<file path="src/design/ftt_pkg.sv">
`default_nettype none
package ftt_pkg;
	localparam int unsigned FieldW = 12;
	localparam int unsigned TimeW = 32;
	localparam int unsigned CfgIdxW = 2;
	localparam int unsigned ReportLimit = 16;

	localparam logic [1:0] KIND_DET = 2'd0;
	localparam logic [1:0] KIND_ENTRY = 2'd1;
	localparam logic [1:0] KIND_EMPTY = 2'd2;

	localparam logic CMD_DETECT = 1'b0;
	localparam logic CMD_EOF = 1'b1;

	localparam logic [CfgIdxW-1:0] REG_TOL = 2'd0;
	localparam logic [CfgIdxW-1:0] REG_EXPIRE = 2'd1;
	localparam logic [CfgIdxW-1:0] REG_CAPTURE = 2'd2;

	typedef struct packed {
		logic [FieldW-1:0] x;
		logic [FieldW-1:0] y;
		logic [FieldW-1:0] w;
		logic [FieldW-1:0] h;
	} rect_t;

	typedef struct packed {
		rect_t rect;
		logic [TimeW-1:0] first_seen;
		logic [TimeW-1:0] last_seen;
	} entry_t;

	typedef struct packed {
		logic command;
		logic [FieldW-1:0] rect_x;
		logic [FieldW-1:0] rect_y;
		logic [FieldW-1:0] rect_width;
		logic [FieldW-1:0] rect_height;
		logic [TimeW-1:0] timestamp_ms;
	} item_in_t;

	typedef struct packed {
		logic [1:0] kind;
		logic [3:0] slot;
		logic [FieldW-1:0] report_x;
		logic [FieldW-1:0] report_y;
		logic [FieldW-1:0] report_width;
		logic [FieldW-1:0] report_height;
		logic new_track;
		logic dropped;
		logic dwell_reached;
		logic last;
	} item_out_t;

	typedef enum logic [2:0] {
		ST_IDLE,
		ST_MATCH,
		ST_DET_DONE,
		ST_COMPACT,
		ST_REPORT
	} state_t;

	function automatic logic close_enough(logic [FieldW-1:0] a, logic [FieldW-1:0] b,
			logic [FieldW-1:0] tol);
		logic [FieldW-1:0] d;
		d = (a > b) ? a - b : b - a;
		return d < tol;
	endfunction
endpackage
`default_nettype wire

</file>
<file path="src/design/face_track_table.sv">
// face track table: detections update or append entries, end of frame expires and reports
// detection: table walk, one entry read per cycle from the ram, ending at the first match or the end of the table
// end of frame: a compaction walk keeps the live entries, then reports them, each read issued after the previous report
// result transfers last one cycle on strobe; the receiver cannot stall
// arst_n clears the entry count and control and loads the config registers with defaults; ram content is undefined
`default_nettype none
module face_track_table #(
	parameter int unsigned MAX_TRACKS = 16
) (
	input wire clk,
	input wire arst_n,
	input wire start,
	output logic busy,
	input wire ftt_pkg::item_in_t item,
	output logic strobe,
	output ftt_pkg::item_out_t result,
	input wire cfg_we,
	input wire [ftt_pkg::CfgIdxW-1:0] cfg_index,
	input wire [ftt_pkg::TimeW-1:0] cfg_data
);
	import ftt_pkg::*;

	localparam int unsigned AW = $clog2(MAX_TRACKS);
	localparam int unsigned CW = $clog2(MAX_TRACKS + 1);

	logic [FieldW-1:0] tol_q;
	logic [TimeW-1:0] expire_q, capture_q;

	state_t state_q, state_d;
	logic [CW-1:0] count_q, rd_q, kept_q, rep_q;
	logic pend_q;          // read issued last cycle, data valid now
	logic [AW-1:0] pend_idx_q;
	item_in_t it_q;
	logic matched_q;
	logic [AW-1:0] hit_q;

	logic we;
	logic [AW-1:0] waddr, raddr;
	entry_t wdata, rdata;

	ftt_entry_ram #(.DEPTH(MAX_TRACKS), .AW(AW)) u_ram (
		.clk(clk), .we(we), .waddr(waddr), .wdata(wdata), .raddr(raddr), .rdata(rdata)
	);

	rect_t det;
	assign det = '{x: it_q.rect_x, y: it_q.rect_y, w: it_q.rect_width, h: it_q.rect_height};

	logic hit, alive;
	assign hit = close_enough(det.x, rdata.rect.x, tol_q) &&
		close_enough(det.y, rdata.rect.y, tol_q) &&
		close_enough(det.w, rdata.rect.w, tol_q) &&
		close_enough(det.h, rdata.rect.h, tol_q);
	assign alive = (it_q.timestamp_ms - rdata.last_seen) < expire_q;

	logic walk_done;
	assign walk_done = (rd_q == count_q);

	always_ff @(posedge clk or negedge arst_n) begin
		if (!arst_n) begin
			tol_q <= FieldW'(50);
			expire_q <= TimeW'(2000);
			capture_q <= TimeW'(10000);
		end else if (cfg_we) begin
			unique case (cfg_index)
				REG_TOL: tol_q <= cfg_data[FieldW-1:0];
				REG_EXPIRE: expire_q <= cfg_data;
				REG_CAPTURE: capture_q <= cfg_data;
				default: ;
			endcase
		end
	end

	// next state
	always_comb begin
		state_d = state_q;
		unique case (state_q)
			ST_IDLE: if (start) state_d = (item.command == CMD_EOF) ? ST_COMPACT : ST_MATCH;
			ST_MATCH: if ((pend_q && hit) || (walk_done && !pend_q)) state_d = ST_DET_DONE;
			ST_DET_DONE: state_d = ST_IDLE;
			ST_COMPACT: if (walk_done && !pend_q) state_d = (kept_q == '0) ? ST_IDLE : ST_REPORT;
			ST_REPORT: if (pend_q && (rep_q + CW'(1) == kept_q || rep_q == CW'(ReportLimit - 1) ||
				rep_q + CW'(1) == CW'(MAX_TRACKS))) state_d = ST_IDLE;
			default: state_d = ST_IDLE;
		endcase
	end

	// ram access, outputs
	always_comb begin
		we = 1'b0;
		waddr = '0;
		wdata = rdata;
		raddr = rd_q[AW-1:0];
		busy = (state_q != ST_IDLE);
		strobe = 1'b0;
		result = '0;
		unique case (state_q)
			ST_MATCH: if (pend_q && hit) begin
				we = 1'b1;
				waddr = pend_idx_q;
				wdata.rect = det;
				wdata.last_seen = it_q.timestamp_ms;
			end
			ST_DET_DONE: begin
				strobe = 1'b1;
				result.kind = KIND_DET;
				result.report_x = det.x;
				result.report_y = det.y;
				result.report_width = det.w;
				result.report_height = det.h;
				result.last = 1'b1;
				if (matched_q) begin
					result.slot = 4'(hit_q);
				end else if (count_q < CW'(MAX_TRACKS)) begin
					result.slot = 4'(count_q);
					result.new_track = 1'b1;
					we = 1'b1;
					waddr = count_q[AW-1:0];
					wdata = '{rect: det, first_seen: it_q.timestamp_ms,
						last_seen: it_q.timestamp_ms};
				end else begin
					result.dropped = 1'b1;
				end
			end
			ST_COMPACT: begin
				if (pend_q && alive) begin
					we = 1'b1;
					waddr = kept_q[AW-1:0];
				end
				if (walk_done && !pend_q && kept_q == '0) begin
					strobe = 1'b1;
					result.kind = KIND_EMPTY;
					result.last = 1'b1;
				end
			end
			ST_REPORT: begin
				raddr = rd_q[AW-1:0];
				if (pend_q) begin
					strobe = 1'b1;
					result.kind = KIND_ENTRY;
					result.slot = 4'(rep_q);
					result.report_x = rdata.rect.x;
					result.report_y = rdata.rect.y;
					result.report_width = rdata.rect.w;
					result.report_height = rdata.rect.h;
					result.dwell_reached = (it_q.timestamp_ms - rdata.first_seen) >= capture_q;
					result.last = (state_d == ST_IDLE);
				end
			end
			default: ;
		endcase
	end

	always_ff @(posedge clk or negedge arst_n) begin
		if (!arst_n) begin
			state_q <= ST_IDLE;
			count_q <= '0;
			rd_q <= '0;
			kept_q <= '0;
			rep_q <= '0;
			pend_q <= 1'b0;
			pend_idx_q <= '0;
			matched_q <= 1'b0;
			hit_q <= '0;
		end else begin
			state_q <= state_d;
			pend_q <= 1'b0;
			unique case (state_q)
				ST_IDLE: begin
					rd_q <= '0;
					kept_q <= '0;
					rep_q <= '0;
					matched_q <= 1'b0;
				end
				ST_MATCH: begin
					if (pend_q && hit) begin
						matched_q <= 1'b1;
						hit_q <= pend_idx_q;
					end else if (!walk_done) begin
						pend_q <= 1'b1;
						pend_idx_q <= rd_q[AW-1:0];
						rd_q <= rd_q + CW'(1);
					end
				end
				ST_DET_DONE: if (!matched_q && count_q < CW'(MAX_TRACKS)) count_q <= count_q + CW'(1);
				ST_COMPACT: begin
					if (pend_q && alive) kept_q <= kept_q + CW'(1);
					if (!walk_done) begin
						pend_q <= 1'b1;
						rd_q <= rd_q + CW'(1);
					end
					if (walk_done && !pend_q) begin
						count_q <= kept_q;
						rd_q <= '0;
					end
				end
				ST_REPORT: begin
					if (pend_q) rep_q <= rep_q + CW'(1);
					if (!pend_q) begin
						pend_q <= 1'b1;
						rd_q <= rd_q + CW'(1);
					end
				end
				default: ;
			endcase
		end
	end

	always_ff @(posedge clk) begin
		if (state_q == ST_IDLE && start) it_q <= item;
	end
endmodule
`default_nettype wire

</file>
<file path="src/design/ftt_entry_ram.sv">
`default_nettype none
module ftt_entry_ram #(
	parameter int unsigned DEPTH = 16,
	parameter int unsigned AW = 4
) (
	input wire clk,
	input wire we,
	input wire [AW-1:0] waddr,
	input wire ftt_pkg::entry_t wdata,
	input wire [AW-1:0] raddr,
	output ftt_pkg::entry_t rdata
);
	import ftt_pkg::*;

	entry_t mem_q [DEPTH];

	always_ff @(posedge clk) begin
		if (we) begin
			mem_q[waddr] <= wdata;
		end
		rdata <= mem_q[raddr];
	end
endmodule
`default_nettype wire
</file>
<file path="config.mk">
export PLATFORM = sky130hd
export DESIGN_NAME = face_track_table
export DESIGN_NICKNAME = d
export VERILOG_FILES = /design/src/design/ftt_pkg.sv /design/src/design/face_track_table.sv /design/src/design/ftt_entry_ram.sv
export SDC_FILE = /design/constraint.sdc
export NUM_CORES = 2
export LEC_CHECK = 0
export BUFFER_PORTS_ARGS = -buffer_cell sky130_fd_sc_hd__buf_2
export CAP_MARGIN = 0
export CORE_AREA = 10 10 392 433
export CTS_CLUSTER_DIAMETER = 60
export DETAILED_ROUTE_END_ITERATION = 12
export DIE_AREA = 0 0 402 443
export PLACE_DENSITY = 0.77
export SETUP_SLACK_MARGIN = 0.5
export SLEW_MARGIN = 20
export SYNTH_ARGS = -nofsm -noshare
export SYNTH_HDL_FRONTEND = slang
export SYNTH_SLANG_ARGS = --single-unit
</file>
<file path="constraint.sdc">
create_clock -name clk -period 18.12 [get_ports clk]
set_clock_uncertainty 0.2 [all_clocks]
set_input_delay 2.718 -clock clk [delete_from_list [all_inputs] [get_ports clk]]
set_output_delay 2.718 -clock clk [all_outputs]
set_load 0.05 [all_outputs]
</file>
* Word level (Yosys, flattened, before mapping)
Memories as Yosys holds them, arrays and structs flattened. A register that Yosys moved wholly into a read port is not among the register bits.
Cells that the tools add are included.
** Storage, ports and cells
- Bits in registers :: 189
- Bits in latches :: 0
- Bits in writable memories :: 1792
- Memory bits (read-only) :: 0
- Memories kept :: 1
** Memory list
- u_ram.mem_q :: words 16, width 112, rd ports 1, clocked after Yosys merged registers in 1, wr ports 1, RTL line ftt_entry_ram.sv:15 : entry_t mem_q [DEPTH];
** Cells by class
- Add/subtract/negate cells :: 14
- $mul :: 0
- Divide/modulo/power cells :: 0
- Magnitude comparators :: 11
- Equal/unequal tests :: 17
- Shift-type cells :: 0
- Muxes and demuxes :: 62
- Bitwise operators :: 2
- Reductions and logical operators :: 35
** Operator list (number)
- $mux 112 :: 2
- $pmux 52 s2 :: 1
- $pmux 48 s2 :: 1
- $sub 12x12->12 :: 8
- $mux 32 :: 2
- $pmux 32 s2 :: 1
- $sub 32x32->32 :: 2
- $mux 53 :: 1
- $gt 12x12->1 :: 4
- $lt 12x12->1 :: 4
- $mux 12 :: 4
- $mux 48 :: 1
- $mux 5 :: 8
- $ge 32x32->1 :: 1
- $lt 32x32->1 :: 1
- $pmux 5 s2 :: 3
- $add 5x1->5 const B :: 4
- $mux 4 :: 5
- $pmux 5 s4 :: 1
- $mux 3 :: 5
- $mux 1 :: 14
- $ne 2x2->1 const B :: 7
- $reduce_and 2->1 :: 7
- $pmux 1 s3 :: 4
- 25 further kinds :: 50

* Depth between registers and ports, before layout
- Word-level depth :: 13
- Mapped depth :: 31
- Mapped depth without buffers :: 25

* By module
A second synthesis with hierarchy kept.
** Unflattened totals
- Cells, all modules :: 5090
- Area, all modules :: 88188.3 um^2
** By module, submodules not included
- ftt_entry_ram :: times used 1, cells each 2864, area each 69168.8 um^2
- face_track_table :: times used 1, cells each 2226, area each 19019.5 um^2

* Worst setup path before layout
Ideal clock, no wire load.
- Path kind :: reg-to-reg
- Start :: register it_q (netlist bit det[24])
- End :: memory u_ram.mem_q[8][0] in the netlist's numbering (enable)
- Setup time :: 0.720 ns
- Arrival :: 13.476 ns
- Required time :: 17.200 ns
- Slack :: 3.724 ns
- Stages on the path, launching flop included :: 28
- Path buffers :: 2
- Path through :: edfxtp_1 > inv_1 > ha_1 > inv_1 > fa_1 > a21o_1 > a221oi_1 > o21ai_0 > o311a_1 > o21a_1 > clkbuf_1 > mux2i_1 > o21ai_0 > a221oi_1 > o22ai_1 > xor2_1 > ha_1 > a22oi_1 > nand4b_1 > nor4_2 > o2111ai_1 > or4_1 > or4_4 > buf_6 > nor3_4 > a221oi_1 > nand2b_4 > nor3_1
** Between the ends
- Longest elaborated chain between the ends :: 11
- Elaborated cells on any way between the ends :: 15
- Classes of those cells :: add/sub (2); order compare (2); mux (7); reduce/logical (4)
** RTL lines
- from (decl) :: RTL line face_track_table.sv:33 : item_in_t it_q;
- from (signal assigned) :: RTL line face_track_table.sv:209 : if (state_q == ST_IDLE && start) it_q <= item;
- $sub 12x12->12 or $gt 12x12->1 (tied branches) :: RTL line ftt_pkg.sv:65 : d = (a > b) ? a - b : b - a;
- $mux 12 * :: RTL line ftt_pkg.sv:65
- $lt 12x12->1 * :: RTL line ftt_pkg.sv:66 : return d < tol;
- $logic_and 1x1->1 * :: RTL line face_track_table.sv:49 : assign hit = close_enough(det.x, rdata.rect.x, tol_q) &&
- $logic_and 1x1->1 * :: RTL line face_track_table.sv:50 : close_enough(det.y, rdata.rect.y, tol_q) &&
- $logic_and 1x1->1 * :: RTL line face_track_table.sv:51 : close_enough(det.w, rdata.rect.w, tol_q) &&
- $logic_and 1x1->1 * :: RTL line face_track_table.sv:97 : ST_MATCH: if (pend_q && hit) begin
- $mux 1 :: RTL line face_track_table.sv:97
- $pmux 1 s3 :: RTL line face_track_table.sv:96 : unique case (state_q)
- $mux 1 :: RTL line ftt_entry_ram.sv:18 : if (we) begin
- $mux 1 (implied by the code) :: RTL line ftt_entry_ram.sv:19 : mem_q[waddr] <= wdata;
- to (decl) :: RTL line ftt_entry_ram.sv:15
Every way passes the cells marked *; elsewhere a longest branch is shown, timed or not.

* Worst setup path in the final report
- Start :: register it_q (netlist bit det[0])
- End :: memory u_ram.mem_q[11][60] in the netlist's numbering (enable)
** Between the ends
- Longest elaborated chain between the ends :: 9
- Elaborated cells on any way between the ends :: 13
- Classes of those cells :: add/sub (2); order compare (2); mux (7); reduce/logical (2)
** RTL lines (RTL line)
- $sub 12x12->12 or $gt 12x12->1 (tied branches) :: ftt_pkg.sv:65
- $mux 12 * :: ftt_pkg.sv:65
- $lt 12x12->1 * :: ftt_pkg.sv:66
- $logic_and 1x1->1 * :: face_track_table.sv:51
- $logic_and 1x1->1 * :: face_track_table.sv:97
- $mux 1 :: face_track_table.sv:97
- $pmux 1 s3 :: face_track_table.sv:96
- $mux 1 :: ftt_entry_ram.sv:18
- $mux 1 (implied by the code) :: ftt_entry_ram.sv:19
Marked as above.

==> run summary <==
The run finished with clean final reports. The logs give 8209 ps for the worst setup slack before clock tree synthesis and 6 for the number of optimization iterations in the first detailed-route pass. In this run the vertical extent of the chip is 443 um. Using the TritonRoute via totals, the vias-per-cell ratio works out to 6.391.

The run gives 0 as the final-report hold violation count. The final layout contains 5,537 nets. The total global-route track usage is 24.63%. Summing internal, switching and leakage power gives 19,190 uW. Fill cells in the final layout number 11,010.

On the final layout, the worst hold slack is 303.2 ps. The floorplan has 155 rows. The tools report the post-synth design cell area as 0.08781 sq mm. The final weighted congestion of routability-driven global placement is 0.9109.

Setup repair after global routing left no endpoint under its margin. The maximum buffer depth of the clock tree came out at 3. The share of the clock period used by the worst path after layout works out to 55.49%. The post-route setup TNS was 0 ps; the number of placed I/O pins was 179.

Initial cell density of the core: 54.55%. The analysis attributes to cell leakage a power of 0.03392 uW. For the placed instance count, the log shows 7,056. For this run, the number of Yosys warnings is 0. Buffers placed on the I/O ports in this run total 178. The top fanout value on the critical path works out to 52. The tree is rooted in a sky130_fd_sc_hd__clkbuf_16.

The critical path launch point type is a flip-flop. The number of H-tree levels was 4; the violation count after the first detailed-route iteration was 5,755. In this run, CTS created clock tree buffers numbering 199. The most frequent cell on the critical path was sky130_fd_sc_hd__o21ai_0. The logs give 69.70% for the sequential share of the synthesized area and 5,219 for the net count after synthesis. Across all layers, the routed design uses 47,560 vias. Post-cts hold buffer count: 0. Total count of max-transition violations in the final report: 0. The remaining global-route overflow is 0. The slowest library cell on the worst path was sky130_fd_sc_hd__buf_4. The maximum vdd drop is 0.1467 mV. The area of the placeable core is 0.1610 sq mm, and the maximum number of pins on one net before global-route repair is 160. Each instance of the synthesized netlist takes up on average 18.21 sq um. Counting flops and latches in the post-synthesis netlist gives 2,093. At the pin with the least slew margin, the transition time is 1156 ps.

The count of cells in the finished layout, fillers not included, comes to 7,442. The run gives 0 as the number of nets with antenna violations after routing. TritonCTS built the clock tree. For this block, the routed nets add up to 221,200 um of wire. In this run, distinct cell masters in the synthesized netlist total 85. The worst-skew pair later-pin latency is 860 ps, and the initial antenna violation count is 6. For the number of remaining DRC errors, the log shows 0. The critical path in this run is classified as reg -> reg. The async set or reset register ratio after synthesis is 5.208%. Area overhead of the layout relative to synthesis: 12.30%.

The run gives 0.02500 sq mm as the area of combinational cells with multiple inputs. Among all flip-flop cells after synthesis, the most frequent one is sky130_fd_sc_hd__edfxtp_1. Setup violations remaining at the end of the flow were counted as 0. The HPWL after detailed placement was 128,100 um. Leaving out fill and tap cells, the most frequent cells in the layout are 1,872 x sky130_fd_sc_hd__edfxtp_1, 560 x sky130_fd_sc_hd__mux4_2, 277 x sky130_fd_sc_hd__inv_1. The class of the worst hold path was reg -> reg. The routed length per instance was 29.72 um; the clock-pin slew on the worst setup and hold paths was 60 ps. The largest single stage delay on the critical path is 970 ps.

For the die area, the log shows 0.1781 sq mm. The count of flip-flops with a built-in enable after synthesis is 1,872. After technology mapping, the gate count stands at 4,822. After clock tree synthesis, the repair step resized 0 gates. The first global-routing pass estimated 326,300 um of wire.

The power per standard cell area came out at 194.6 mW/mm^2. The required time at the endpoint of the critical path is 18,340 ps. The worst setup path is captured at a flip-flop. Measured along the x axis, the die boundary spans 402 um. The tools report the tightest slew margin relative to the limit as 22.90%. Clock tree synthesis found a total of 2,093 sinks.

Static timing analysis puts the maximum clock frequency at 99.45 MHz. After layout, the worst setup slack is 8065 ps. Leaving out fill and tap cells, the most frequent cell in the layout is sky130_fd_sc_hd__edfxtp_1.

For the number of buffers inserted to repair setup after CTS, the log shows 0. The max capacitance violation total is 0, and the post-route minimum period is 10,060 ps. In the final layout, the share of cells above drive strength 1 is 25.21%. The storage element area was 0.06122 sq mm; the endpoint arrival time on the critical path was 10,280 ps.

The via count of the first global-routing pass came out at 48,240.
==> per-layer routing <==
metal,share of wire [%],wire [um],GRT usage (%),up-vias
li1,-,-,-,19830
met1,39,86170,33.91,24610
met2,48,105400,38.84,2696
met3,9.8,21580,5.368,419
met4,3.6,8019,9.103,8
met5,0.025,56,0,-
==> state kept, by name, summed over array words and instances (netlist names), 12 cells and up <==
signal	count
capture_q	32
tol_q	12
u_ram.rdata	112
it_q	32
u_ram.mem_q	1792
det	48
expire_q	32
==> critical path, delay by kind of cell (launching register included) <==
family                   cells  cell delay (ps)
AND/OR/NAND/NOR              7             2770
multiplexers                 1              440
AO/OA/AOI/OAI               10             2670
XOR/XNOR                     1              420
buffers and inverters        4             1880
adder cells (fa/ha/maj)      3              740
flip-flops                   1              400
==> layout make-up <==
type,instances,area share [%]
flip-flops and latches,2093,62.08
inverters,278,1.058
repair buffers,316,2.153
clock buffers,272,5.492
well taps,2119,2.689
clock inverters,108,1.161
multi-input cells,2252,25.35
diodes,4,0.01015
==> final timing paths <==
kind | startpoint | endpoint | slack, ps | cells past startpoint
worst max-delay path | det[0] | u_ram.mem_q[11][60] | 8060 | 26
worst min-delay path | capture_q[29] | capture_q[29] | 300 | 1
worst max register to register | det[0] | u_ram.mem_q[11][60] | 8060 | 26
worst min register to register | capture_q[29] | capture_q[29] | 300 | 1
max in group asynchronous | arst_n | rd_q[0] | 14470 | 2
min in group asynchronous | arst_n | expire_q[13] | 1700 | 1
==> where the power goes <==
group / switching (uW) / internal [uW] / leakage (uW)
Clock: 1840 / 2310 / 0.00319
Sequential: 351 / 7200 / 0.0192
Combinational: 4610 / 2870 / 0.0115
==> kinds of logic after synthesis <==
logic type / after synthesis / synth area share (%)
simple gates: 566 / 3.018
buf+inv: 477 / 2.063
compound gates: 634 / 4.407
xor+xnor: 112 / 1.117
mux: 662 / 15.65
flops: 2093 / 69.70
fa+ha+maj: 278 / 4.047
==> stage by stage <==
stage / utilization, % / instance area, sq um
global route: 61.25 / 98600
CTS: 61.18 / 98480
detailed placement: 57.11 / 91920
floorplan: - / 87810
global placement: 57.05 / 91830
finish: 61.26 / 98600
==> synthesized netlist by cell type (11+ instances only) <==
cell type / number / area share [%]
sky130_fd_sc_hd__xor2_1: 38 / 0.38
sky130_fd_sc_hd__a31o_2: 13 / 0.13
sky130_fd_sc_hd__edfxtp_1: 1872 / 64
sky130_fd_sc_hd__buf_2: 11 / 0.063
sky130_fd_sc_hd__dfxtp_1: 112 / 2.6
sky130_fd_sc_hd__nand2b_1: 22 / 0.16
sky130_fd_sc_hd__o21ai_0: 241 / 1.4
sky130_fd_sc_hd__a21o_1: 73 / 0.62
sky130_fd_sc_hd__inv_1: 277 / 1.2
sky130_fd_sc_hd__nor3_1: 30 / 0.17
sky130_fd_sc_hd__a31oi_1: 19 / 0.14
sky130_fd_sc_hd__nand3_1: 29 / 0.17
sky130_fd_sc_hd__dfrtp_1: 95 / 2.7
sky130_fd_sc_hd__a21boi_0: 11 / 0.094
sky130_fd_sc_hd__and3_1: 18 / 0.13
sky130_fd_sc_hd__mux4_2: 560 / 14
sky130_fd_sc_hd__o21a_1: 14 / 0.12
sky130_fd_sc_hd__nor2b_1: 30 / 0.21
sky130_fd_sc_hd__nand4_1: 36 / 0.26
sky130_fd_sc_hd__ha_1: 268 / 3.8
sky130_fd_sc_hd__nand2_1: 239 / 1.0
sky130_fd_sc_hd__buf_1: 30 / 0.13
sky130_fd_sc_hd__dfstp_2: 14 / 0.42
sky130_fd_sc_hd__clkbuf_1: 157 / 0.67
sky130_fd_sc_hd__a21oi_1: 143 / 0.82
sky130_fd_sc_hd__o21bai_1: 18 / 0.15
sky130_fd_sc_hd__nor2_1: 115 / 0.49
sky130_fd_sc_hd__a211oi_1: 14 / 0.12
sky130_fd_sc_hd__mux2_2: 84 / 1.1
sky130_fd_sc_hd__mux2i_1: 18 / 0.21
sky130_fd_sc_hd__xnor2_1: 74 / 0.74
No activity file was read; power rests on OpenSTA's default activity.
